File: config.mk
export PLATFORM = sky130hd
export DESIGN_NAME = iee_ctrl
export DESIGN_NICKNAME = d
export VERILOG_FILES = /design/src/design/iee_pkg.sv /design/src/design/iee_ctrl.sv
export SDC_FILE = /design/constraint.sdc
export NUM_CORES = 1
export LEC_CHECK = 0
export ABC_AREA = 0
export BUFFER_PORTS_ARGS = -buffer_cell sky130_fd_sc_hd__buf_2
export CAP_MARGIN = 20
export CORE_ASPECT_RATIO = 0.75
export CORE_MARGIN = 5
export CORE_UTILIZATION = 35
export CTS_BUF_LIST = sky130_fd_sc_hd__clkbuf_4 sky130_fd_sc_hd__clkbuf_8 sky130_fd_sc_hd__clkbuf_16
export DETAILED_ROUTE_END_ITERATION = 10
export GPL_TIMING_DRIVEN = 0
export SLEW_MARGIN = 20
export SYNTH_ARGS = -nofsm -noshare
export SYNTH_HDL_FRONTEND = slang
export SYNTH_SLANG_ARGS = --single-unit
File: constraint.sdc
create_clock -name clk -period 4.2 [get_ports clk]
set_clock_uncertainty 0.15 [all_clocks]
set_input_delay 0.21 -clock clk [delete_from_list [all_inputs] [get_ports clk]]
set_output_delay 0.21 -clock clk [all_outputs]
set_load 0.01 [all_outputs]
File: src/design/iee_pkg.sv
// shared types, codes and helper functions for the infix expression evaluator
// no dependencies; imported by every module of the block
package iee_pkg;

  localparam int VALUE_STACK_DEPTH_DEF    = 16;
  localparam int OPERATOR_STACK_DEPTH_DEF = 16;
  localparam int FRACTION_BITS_DEF        = 32;

  localparam int VAL_W = 64;
  localparam int DVD_W = 128;

  // operator codes held on the operator stack
  localparam logic [2:0] OP_ADD  = 3'd0;
  localparam logic [2:0] OP_SUB  = 3'd1;
  localparam logic [2:0] OP_MUL  = 3'd2;
  localparam logic [2:0] OP_DIV  = 3'd3;
  localparam logic [2:0] OP_LPAR = 3'd4;

  // error codes
  localparam logic [2:0] ERR_OK        = 3'd0;
  localparam logic [2:0] ERR_OVERFLOW  = 3'd1;
  localparam logic [2:0] ERR_OPERAND   = 3'd2;
  localparam logic [2:0] ERR_DIV_ZERO  = 3'd3;
  localparam logic [2:0] ERR_BAD_CHAR  = 3'd4;
  localparam logic [2:0] ERR_SATURATED = 3'd5;

  // characters
  localparam logic [7:0] CH_PLUS  = 8'h2B;
  localparam logic [7:0] CH_MINUS = 8'h2D;
  localparam logic [7:0] CH_STAR  = 8'h2A;
  localparam logic [7:0] CH_SLASH = 8'h2F;
  localparam logic [7:0] CH_LPAR  = 8'h28;
  localparam logic [7:0] CH_RPAR  = 8'h29;
  localparam logic [7:0] CH_POINT = 8'h2E;
  localparam logic [7:0] CH_SPACE = 8'h20;
  localparam logic [7:0] CH_ZERO  = 8'h30;
  localparam logic [7:0] CH_NINE  = 8'h39;

  localparam logic [63:0] DIGIT_CAP       = 64'd1000000000000000000;
  localparam logic [4:0]  MAX_FRAC_DIGITS = 5'd18;
  localparam logic [63:0] SIGN_MIN        = 64'h8000_0000_0000_0000;
  localparam logic [63:0] SIGN_MAX        = 64'h7FFF_FFFF_FFFF_FFFF;

  typedef enum logic [2:0] {
    CLS_DIGIT, CLS_POINT, CLS_SPACE, CLS_LPAR, CLS_RPAR, CLS_OP, CLS_BAD
  } char_cls_t;

  // controller to datapath
  typedef struct packed {
    logic latch;
    logic add_digit;
    logic add_point;
    logic conv_start;
    logic conv_push;
    logic push_lpar;
    logic push_zero;
    logic push_op;
    logic rpar_close;
    logic flag_bad;
    logic op_rd;
    logic op_pop;
    logic flag_miss;
    logic val_rd_top;
    logic val_rd_second;
    logic cap_b;
    logic cap_a;
    logic exec;
    logic push_res;
    logic emit;
  } cmd_t;

  // datapath to controller
  typedef struct packed {
    logic      fatal;
    char_cls_t cls;
    logic      last;
    logic      in_number;
    logic      sub_expect;
    logic      oc_zero;
    logic      top_lpar;
    logic      prec_ge;
    logic      cur_lpar;
    logic      vc_lt2;
    logic      div_zero;
    logic      long_op;
    logic      unit_done;
    logic      out_free;
  } sts_t;

  function automatic char_cls_t char_class(input logic [7:0] c);
    char_cls_t k;
    if (c >= CH_ZERO && c <= CH_NINE) k = CLS_DIGIT;
    else if (c == CH_POINT) k = CLS_POINT;
    else if (c == CH_SPACE) k = CLS_SPACE;
    else if (c == CH_LPAR) k = CLS_LPAR;
    else if (c == CH_RPAR) k = CLS_RPAR;
    else if (c == CH_PLUS || c == CH_MINUS || c == CH_STAR || c == CH_SLASH) k = CLS_OP;
    else k = CLS_BAD;
    return k;
  endfunction

  function automatic logic [2:0] char_op(input logic [7:0] c);
    logic [2:0] o;
    case (c)
      CH_MINUS: o = OP_SUB;
      CH_STAR:  o = OP_MUL;
      CH_SLASH: o = OP_DIV;
      default:  o = OP_ADD;
    endcase
    return o;
  endfunction

  function automatic logic [1:0] prec(input logic [2:0] o);
    logic [1:0] p;
    case (o)
      OP_ADD, OP_SUB: p = 2'd1;
      OP_MUL, OP_DIV: p = 2'd2;
      default:        p = 2'd0;
    endcase
    return p;
  endfunction

  // keep the first hard error, a saturation only fills an empty slot
  function automatic logic [2:0] flag(input logic [2:0] cur, input logic [2:0] e);
    logic [2:0] r;
    r = cur;
    if (e == ERR_SATURATED) begin
      if (cur == ERR_OK) r = ERR_SATURATED;
    end else if (cur == ERR_OK || cur == ERR_SATURATED) begin
      r = e;
    end
    return r;
  endfunction

  function automatic logic is_fatal(input logic [2:0] e);
    return (e != ERR_OK) && (e != ERR_SATURATED);
  endfunction

  function automatic logic [63:0] mag64(input logic [63:0] x);
    return x[63] ? (64'd0 - x) : x;
  endfunction

  // {saturated, value}
  function automatic logic [64:0] from_mag(input logic [63:0] m, input logic neg);
    logic s;
    logic [63:0] v;
    if (neg) begin
      s = (m > SIGN_MIN);
      v = s ? SIGN_MIN : (64'd0 - m);
    end else begin
      s = m[63];
      v = s ? SIGN_MAX : m;
    end
    return {s, v};
  endfunction

  function automatic logic [63:0] pow_ten(input logic [4:0] i);
    logic [63:0] p;
    case (i)
      5'd0:  p = 64'd1;
      5'd1:  p = 64'd10;
      5'd2:  p = 64'd100;
      5'd3:  p = 64'd1000;
      5'd4:  p = 64'd10000;
      5'd5:  p = 64'd100000;
      5'd6:  p = 64'd1000000;
      5'd7:  p = 64'd10000000;
      5'd8:  p = 64'd100000000;
      5'd9:  p = 64'd1000000000;
      5'd10: p = 64'd10000000000;
      5'd11: p = 64'd100000000000;
      5'd12: p = 64'd1000000000000;
      5'd13: p = 64'd10000000000000;
      5'd14: p = 64'd100000000000000;
      5'd15: p = 64'd1000000000000000;
      5'd16: p = 64'd10000000000000000;
      5'd17: p = 64'd100000000000000000;
      default: p = 64'd1000000000000000000;
    endcase
    return p;
  endfunction

endpackage

File: src/design/iee_ctrl.sv
// controller state machine: sequences character handling, reductions and result
// depends on iee_pkg; drives the datapath through cmd_t and reads sts_t
module iee_ctrl import iee_pkg::*; (
  input  logic clk,
  input  logic rst_n,
  input  logic in_valid,
  output logic in_ready,
  input  sts_t st,
  output cmd_t cmd
);

  typedef enum logic [16:0] {
    S_IDLE     = 17'b00000000000000001,
    S_CHAR     = 17'b00000000000000010,
    S_CONV     = 17'b00000000000000100,
    S_CONVPUSH = 17'b00000000000001000,
    S_DISPATCH = 17'b00000000000010000,
    S_OPRD     = 17'b00000000000100000,
    S_OPCHK    = 17'b00000000001000000,
    S_APPLY    = 17'b00000000010000000,
    S_RDB      = 17'b00000000100000000,
    S_RDA      = 17'b00000001000000000,
    S_EXEC     = 17'b00000010000000000,
    S_WAIT     = 17'b00000100000000000,
    S_PUSHR    = 17'b00001000000000000,
    S_LOOPEND  = 17'b00010000000000000,
    S_LASTCHK  = 17'b00100000000000000,
    S_RESULT   = 17'b01000000000000000,
    S_EMIT     = 17'b10000000000000000
  } state_t;

  typedef enum logic [1:0] {MODE_OP, MODE_RPAR, MODE_FINAL} mode_t;

  state_t state_r, state_nxt;
  mode_t  mode_r, mode_nxt;
  logic   fin_r, fin_nxt;

  assign in_ready = (state_r == S_IDLE);

  always_comb begin
    cmd       = '0;
    state_nxt = state_r;
    mode_nxt  = mode_r;
    fin_nxt   = fin_r;
    case (state_r)
      S_IDLE: begin
        if (in_valid) begin
          cmd.latch = 1'b1;
          state_nxt = st.fatal ? S_LASTCHK : S_CHAR;
        end
      end
      S_CHAR: begin
        if (st.cls == CLS_DIGIT) begin
          cmd.add_digit = 1'b1;
          state_nxt     = S_LASTCHK;
        end else if (st.cls == CLS_POINT) begin
          cmd.add_point = 1'b1;
          state_nxt     = S_LASTCHK;
        end else if (st.in_number) begin
          cmd.conv_start = 1'b1;
          fin_nxt        = 1'b0;
          state_nxt      = S_CONV;
        end else begin
          state_nxt = S_DISPATCH;
        end
      end
      S_CONV: begin
        if (st.unit_done) state_nxt = S_CONVPUSH;
      end
      S_CONVPUSH: begin
        cmd.conv_push = 1'b1;
        if (fin_r) begin
          mode_nxt  = MODE_FINAL;
          state_nxt = S_OPRD;
        end else begin
          state_nxt = S_DISPATCH;
        end
      end
      S_DISPATCH: begin
        if (st.fatal) begin
          state_nxt = S_LASTCHK;
        end else begin
          case (st.cls)
            CLS_LPAR: begin
              cmd.push_lpar = 1'b1;
              state_nxt     = S_LASTCHK;
            end
            CLS_RPAR: begin
              mode_nxt  = MODE_RPAR;
              state_nxt = S_OPRD;
            end
            CLS_OP: begin
              // unary minus pushes a zero first
              cmd.push_zero = st.sub_expect;
              mode_nxt      = MODE_OP;
              state_nxt     = S_OPRD;
            end
            CLS_BAD: begin
              cmd.flag_bad = 1'b1;
              state_nxt    = S_LASTCHK;
            end
            default: state_nxt = S_LASTCHK;
          endcase
        end
      end
      S_OPRD: begin
        if (st.fatal || st.oc_zero) begin
          state_nxt = S_LOOPEND;
        end else begin
          cmd.op_rd = 1'b1;
          state_nxt = S_OPCHK;
        end
      end
      S_OPCHK: begin
        if ((mode_r == MODE_RPAR && st.top_lpar) || (mode_r == MODE_OP && !st.prec_ge)) begin
          state_nxt = S_LOOPEND;
        end else begin
          cmd.op_pop = 1'b1;
          state_nxt  = S_APPLY;
        end
      end
      S_APPLY: begin
        if (st.cur_lpar) begin
          state_nxt = S_OPRD;
        end else if (st.vc_lt2) begin
          cmd.flag_miss = 1'b1;
          state_nxt     = S_OPRD;
        end else begin
          cmd.val_rd_top = 1'b1;
          state_nxt      = S_RDB;
        end
      end
      S_RDB: begin
        cmd.cap_b         = 1'b1;
        cmd.val_rd_second = 1'b1;
        state_nxt         = S_RDA;
      end
      S_RDA: begin
        cmd.cap_a = 1'b1;
        state_nxt = S_EXEC;
      end
      S_EXEC: begin
        cmd.exec = 1'b1;
        if (st.div_zero) state_nxt = S_OPRD;
        else if (st.long_op) state_nxt = S_WAIT;
        else state_nxt = S_PUSHR;
      end
      S_WAIT: begin
        if (st.unit_done) state_nxt = S_PUSHR;
      end
      S_PUSHR: begin
        cmd.push_res = 1'b1;
        state_nxt    = S_OPRD;
      end
      S_LOOPEND: begin
        case (mode_r)
          MODE_RPAR: begin
            cmd.rpar_close = 1'b1;
            state_nxt      = S_LASTCHK;
          end
          MODE_OP: begin
            cmd.push_op = 1'b1;
            state_nxt   = S_LASTCHK;
          end
          default: state_nxt = S_RESULT;
        endcase
      end
      S_LASTCHK: begin
        if (!st.last) begin
          state_nxt = S_IDLE;
        end else if (!st.fatal && st.in_number) begin
          cmd.conv_start = 1'b1;
          fin_nxt        = 1'b1;
          state_nxt      = S_CONV;
        end else begin
          mode_nxt  = MODE_FINAL;
          state_nxt = S_OPRD;
        end
      end
      S_RESULT: begin
        cmd.val_rd_top = 1'b1;
        state_nxt      = S_EMIT;
      end
      S_EMIT: begin
        if (st.out_free) begin
          cmd.emit  = 1'b1;
          state_nxt = S_IDLE;
        end
      end
      default: state_nxt = S_IDLE;
    endcase
  end

  always_ff @(posedge clk) begin
    if (!rst_n) begin
      state_r <= S_IDLE;
      mode_r  <= MODE_OP;
      fin_r   <= 1'b0;
    end else begin
      state_r <= state_nxt;
      mode_r  <= mode_nxt;
      fin_r   <= fin_nxt;
    end
  end

endmodule

### Yosys cells after proc, flatten, opt, wreduce, memory -nomap -nowiden

Index checks and enable logic that the tools add are counted.

* equality and inequality tests: 36
* muxes and demuxes: 70
* reduce and logical (&&, ||, !) cells: 16

Operator list (count)
* case mux 17 bit (17 select lines): 1
* two-way mux 17 bit: 10
* two-way mux 1 bit: 33
* two-way mux 15 bit: 2
* two-way mux 14 bit: 2
* inequality test 2 bit (second input constant): 12
* two-way mux 2 bit: 11
* equality test 17 x 1 -> 1 bit (second input constant): 1
* equality test 17 x 10 -> 1 bit (second input constant): 1
* equality test 17 x 11 -> 1 bit (second input constant): 1
* equality test 17 x 12 -> 1 bit (second input constant): 1
* equality test 17 x 13 -> 1 bit (second input constant): 1
* equality test 17 x 14 -> 1 bit (second input constant): 1
* equality test 17 x 15 -> 1 bit (second input constant): 1
* equality test 17 x 16 -> 1 bit (second input constant): 1
* equality test 17 bit (second input constant): 1
* equality test 17 x 2 -> 1 bit (second input constant): 1
* equality test 17 x 3 -> 1 bit (second input constant): 1
* equality test 17 x 4 -> 1 bit (second input constant): 1
* equality test 17 x 5 -> 1 bit (second input constant): 1
* equality test 17 x 6 -> 1 bit (second input constant): 1
* equality test 17 x 7 -> 1 bit (second input constant): 1
* equality test 17 x 8 -> 1 bit (second input constant): 1
* equality test 17 x 9 -> 1 bit (second input constant): 1
* 23 further kinds: 34

* register bits: 20
* input port bits: 19
* output and inout bits: 21
* logic and storage cells: 125

### Logic depth before layout (Yosys ltp)

* depth after elaboration: 5
* mapped depth: 8
* depth with buffers taken out: 6

### Worst setup path after synthesis

OpenSTA, ideal clock, no wires.

* kind: register to register
* start point: reg state_r[13]
* end point: reg state_r[0]
* library setup time: 0.125 ns
* arrival time: 1.950 ns
* required time: 3.925 ns
* path slack: 1.975 ns
* cell stages (with the launch flop): 8
* path buffers: 2
* clock period less this slack: 2.225 ns
* cell sequence: dfxtp_1 buf_6 nor4_4 and4_1 buf_6 or4b_4 a311oi_1 a21oi_1

* cells in the longest elaborated chain, start to end: 3
* elaborated cells on any way between the ends: 23
* those cells by class: eq/ne (21); mux (1); reduce/logical (1)

Ends and longest elaborated chain
* start, declared: line iee_ctrl.sv:34 `state_t state_r, state_nxt;`
* start signal, assigned: line iee_ctrl.sv:200 `state_r <= state_nxt;`
* equality test 17 x 3 -> 1 bit, or another cell as far along: line iee_ctrl.sv:45 `case (state_r)`
* inequality test 2 bit (no source line)
* AND reduction 4 bit (no source line)

Parallel ways exist; a longest one is shown, timed or not.
A chain may end at the register's enable or synchronous reset.

==> results.txt <==
The worst setup path is captured at a primary output. CTS placed an instance of sky130_fd_sc_hd__clkbuf_8 at the clock tree root. The worst-case IR drop observed on VDD is 0.309 mV.

In the final layout, flip-flops and latches occupy 400 um2. Counting along the longest clock path gives a buffer depth of 2. Across the run, the number of max-cap violations was 0. The number of detailed-route iterations in the first pass came out at 4. The achievable clock frequency came out at 342 MHz. The total half-perimeter wirelength after legalization and detailed placement came out at 3.06 mm. The routed wire length came out at 4.00 mm.

The cell taking the most area after synthesis is sky130_fd_sc_hd__dfxtp_1. The library cells used most frequently in the layout, excluding fill and tap cells, are sky130_fd_sc_hd__buf_2, sky130_fd_sc_hd__nor2_1, sky130_fd_sc_hd__dfxtp_1. The normalized max-slew margin came out at 49.4%. The hold violation total from the final report is 0. The clock network latency to the later pin of the worst-skew pair is 0.26 ns. At the pin with the least slew margin, the transition time is 0.752 ns.

The net count after synthesis is 195. The post-route netlist has 26.6% of its cells at a drive strength greater than 1. The starting density of the core came out at 35.8%. The average vias per placed instance is 5.38. The pin count of the biggest net entering global routing came out at 12. In this run the count of I/O pins placed on the die edge is 40. The count of cell types in the netlist came out at 52. The buffers inserted during post-CTS setup optimization is 0. Among the stages of the critical path, the cell type that occurs most often is sky130_fd_sc_hd__nor3_1.

The core region is 0.00400 mm2. Setup repair after global routing left no endpoint under its margin. The aggregate global-route resource usage is 15.3%. The die outline width came out at 83.8 um.

The clock tree from TritonCTS is done. For this run, the slowest stage of the critical path takes 0.60 ns. The analysis attributes to cell leakage a power of 0.000760 uW. The setup slack of the critical path after layout is 1.27 ns. Row generation in the floorplan step produced 20 rows. Sorting the synthesized cells by area gives the leading types as sky130_fd_sc_hd__dfxtp_1, sky130_fd_sc_hd__nor2_1, sky130_fd_sc_hd__nand4_1.

The total congestion overflow came out at 0. The number of antenna diodes in the final layout is 0. The type of the worst min-delay path is input pin to register.

The final-layout setup total negative slack is 0 ns. The net total in the final layout came out at 238. Once the clock tree was built, the resizer swapped 0 gates to a different size. The post-synthesis register bit count is 20. The share of Yosys cell area claimed by the top area cell type is 28.0%. The required time of the critical path is 3.84 ns. The initial detailed-routing violation count is 202.

The number of buffers added by the clock tree synthesis step came out at 3. The synthesized netlist occupies a cell area of 0.00143 mm2. The count of placed standard cells including taps came out at 268. The warning count from the yosys run is 0.

The die footprint is 0.00548 mm2. The mean routed wirelength per cell is 14.7 um. The number of buffers and inverters on the critical path is 1. The multi-input combinational cell area came out at 965 um2.

The via count of the first global-routing pass is 1328. In this run the worst path has a maximum fanout of 7. The data arrival time at the worst-slack endpoint came out at 2.57 ns. The post-route clock period utilization came out at 69.7%.

The number of antenna violations at the first check in global routing is 0. The cell count after synthesis came out at 176. The count of placed standard cells in the final layout, fillers left out is 273. Sequential cells were found to cover 28.0% of the synthesized design area. The largest delay contributor family on the critical path is simple AND/OR/NAND/NOR gates.

The final antenna-violating net count is 0. Walking the worst path, the cells encountered are nor3_1 -> nand4_1 -> or3_1 -> nor3_1 -> and2_1 -> buf_2. The commonest non-fill, non-tap cell in the layout is sky130_fd_sc_hd__buf_2.

The signed area change from the synthesized netlist to the final layout is 22.3%. At the placement stage, the worst setup path has a slack of 1.59 ns. In this run the vertical extent of the chip is 65.4 um.

The wire length of the first global-routing pass came out at 6.73 mm. A synthesized cell averages 8.13 um2. The total setup violations reported at the end of the flow is 0. Fill cells in the final layout number 426. The number of clock sinks seen by CTS is 20.

The slowest stage of the critical path belongs to the cell sky130_fd_sc_hd__nor3_1. The critical path is of the register to primary output type. The final critical-path required period came out at 2.93 ns.

The final number of max-transition violations came to 0. The power per unit of standard cell area came out at 354 mW/mm2. The clock transition time at the flip-flop clock pins of the worst setup and hold paths is 0.08 ns. After detailed routing, the number of remaining DRC violations is 0. CTS built an H-tree with a depth of 1.

The final weighted congestion in routability-driven placement is 0.785. Input and output buffers added on the ports amount to 37. The type of element launching the critical path is a register.

The flow ran to the end, and the final reports show no timing, DRC or antenna violations. The routed layout has 1469 vias.
synth_stat cells, drive strengths merged:
cell type and n:
o2bb2ai 1, a221o 1, inv 5, nor3b 7, or3b 1, a21oi 10, and2 7, o21ai 5
a311oi 1, xnor2 1, or2 1, and3 4, o32ai 1, or4 1, a31oi 2, nand4b 1
nor2b 5, a211oi 2, dfxtp 20, nand3 2, and4bb 1, or3 3, nor3 8, o22ai 1
nand2b 4, nand3b 1, a21boi 1, xor2 2, nand4 11, a2bb2oi 2, nor4 8, nor4b 5
and3b 3, o221a 1, or4b 2, and4b 3, buf 5, clkbuf 2, nand2 5, and4 2
o21a 1, a22oi 1, a21o 1, nor2 25
layer usage:
metal	routed length [um]	GRT usage [%]
met5	0	0
met4	15	1.81
met3	315	5.14
met2	1570	21.0
met1	2100	23.2
flip-flops by register name (all words and copies together), names as in the netlist:
register  cells
fin_r         1
mode_r        2
state_r      17
final cells by class:
type | count | area share (%)
Multi-Input combinational cell | 144 | 55.1
Sequential cell | 20 | 22.9
Timing Repair Buffer | 38 | 11.2
Tap cell | 55 | 3.93
Clock buffer | 4 | 3.15
Buffer | 7 | 2.72
Inverter | 5 | 1.07
power by group:
group / internal [uW] / leakage, uW / switching, uW
Clock: 83.6 / 0.0000288 / 67.6
Combinational: 109 / 0.000570 / 152
Sequential: 201 / 0.000162 / 7.26
Total: 393 / 0.000760 / 227
what timing repair did:
item / CTS / global route
endpoints found under the hold margin: 1 / 0
hold buffers: 1 / 0
endpoints found under the setup margin: 0 / 0
worst paths after layout:
path / start / endpoint / slack [ns] / cells after the start
max: state_r[8]$_SDFFE_PN0P_ / cmd[11] / 1.27 / 6
min: st[2] / state_r[11]$_SDFFE_PN0P_ / 0.08 / 3
max reg2reg: state_r[8]$_SDFFE_PN0P_ / mode_r[1]$_SDFFE_PN0P_ / 1.61 / 6
min reg2reg: mode_r[1]$_SDFFE_PN0P_ / state_r[15]$_SDFFE_PN0P_ / 0.35 / 2
through the flow:
step | cell area, um2 | util, % | hold WS, ns | power, uW
final | 1750 | 43.7 | 0.0777 | 620
after global routing | 1750 | 43.7 | 0.0798 | 672
after CTS | 1750 | 43.7 | 0.0654 | 624
after detailed placement | 1690 | 42.1 | 0.267 | 472
after global placement | 1690 | 42.1 | 0.263 | 471
after floorplan | 1430 | - | 0.139 | 402
cell families after synthesis:
group	after synthesis	synth area share, %
AND/OR/NAND/NOR	110	51.3
flip-flops	20	28.0
AO/OA/AOI/OAI	31	14.2
XOR/XNOR	3	1.84
buffers and inverters	12	4.63
tightest hold or removal path, stage by stage:
cell and delay, ns:
sky130_fd_sc_hd__buf_2 0.09, sky130_fd_sc_hd__a22oi_1 0.06, sky130_fd_sc_hd__nor2_1 0.09
No activity file was read; power rests on OpenSTA's default activity.
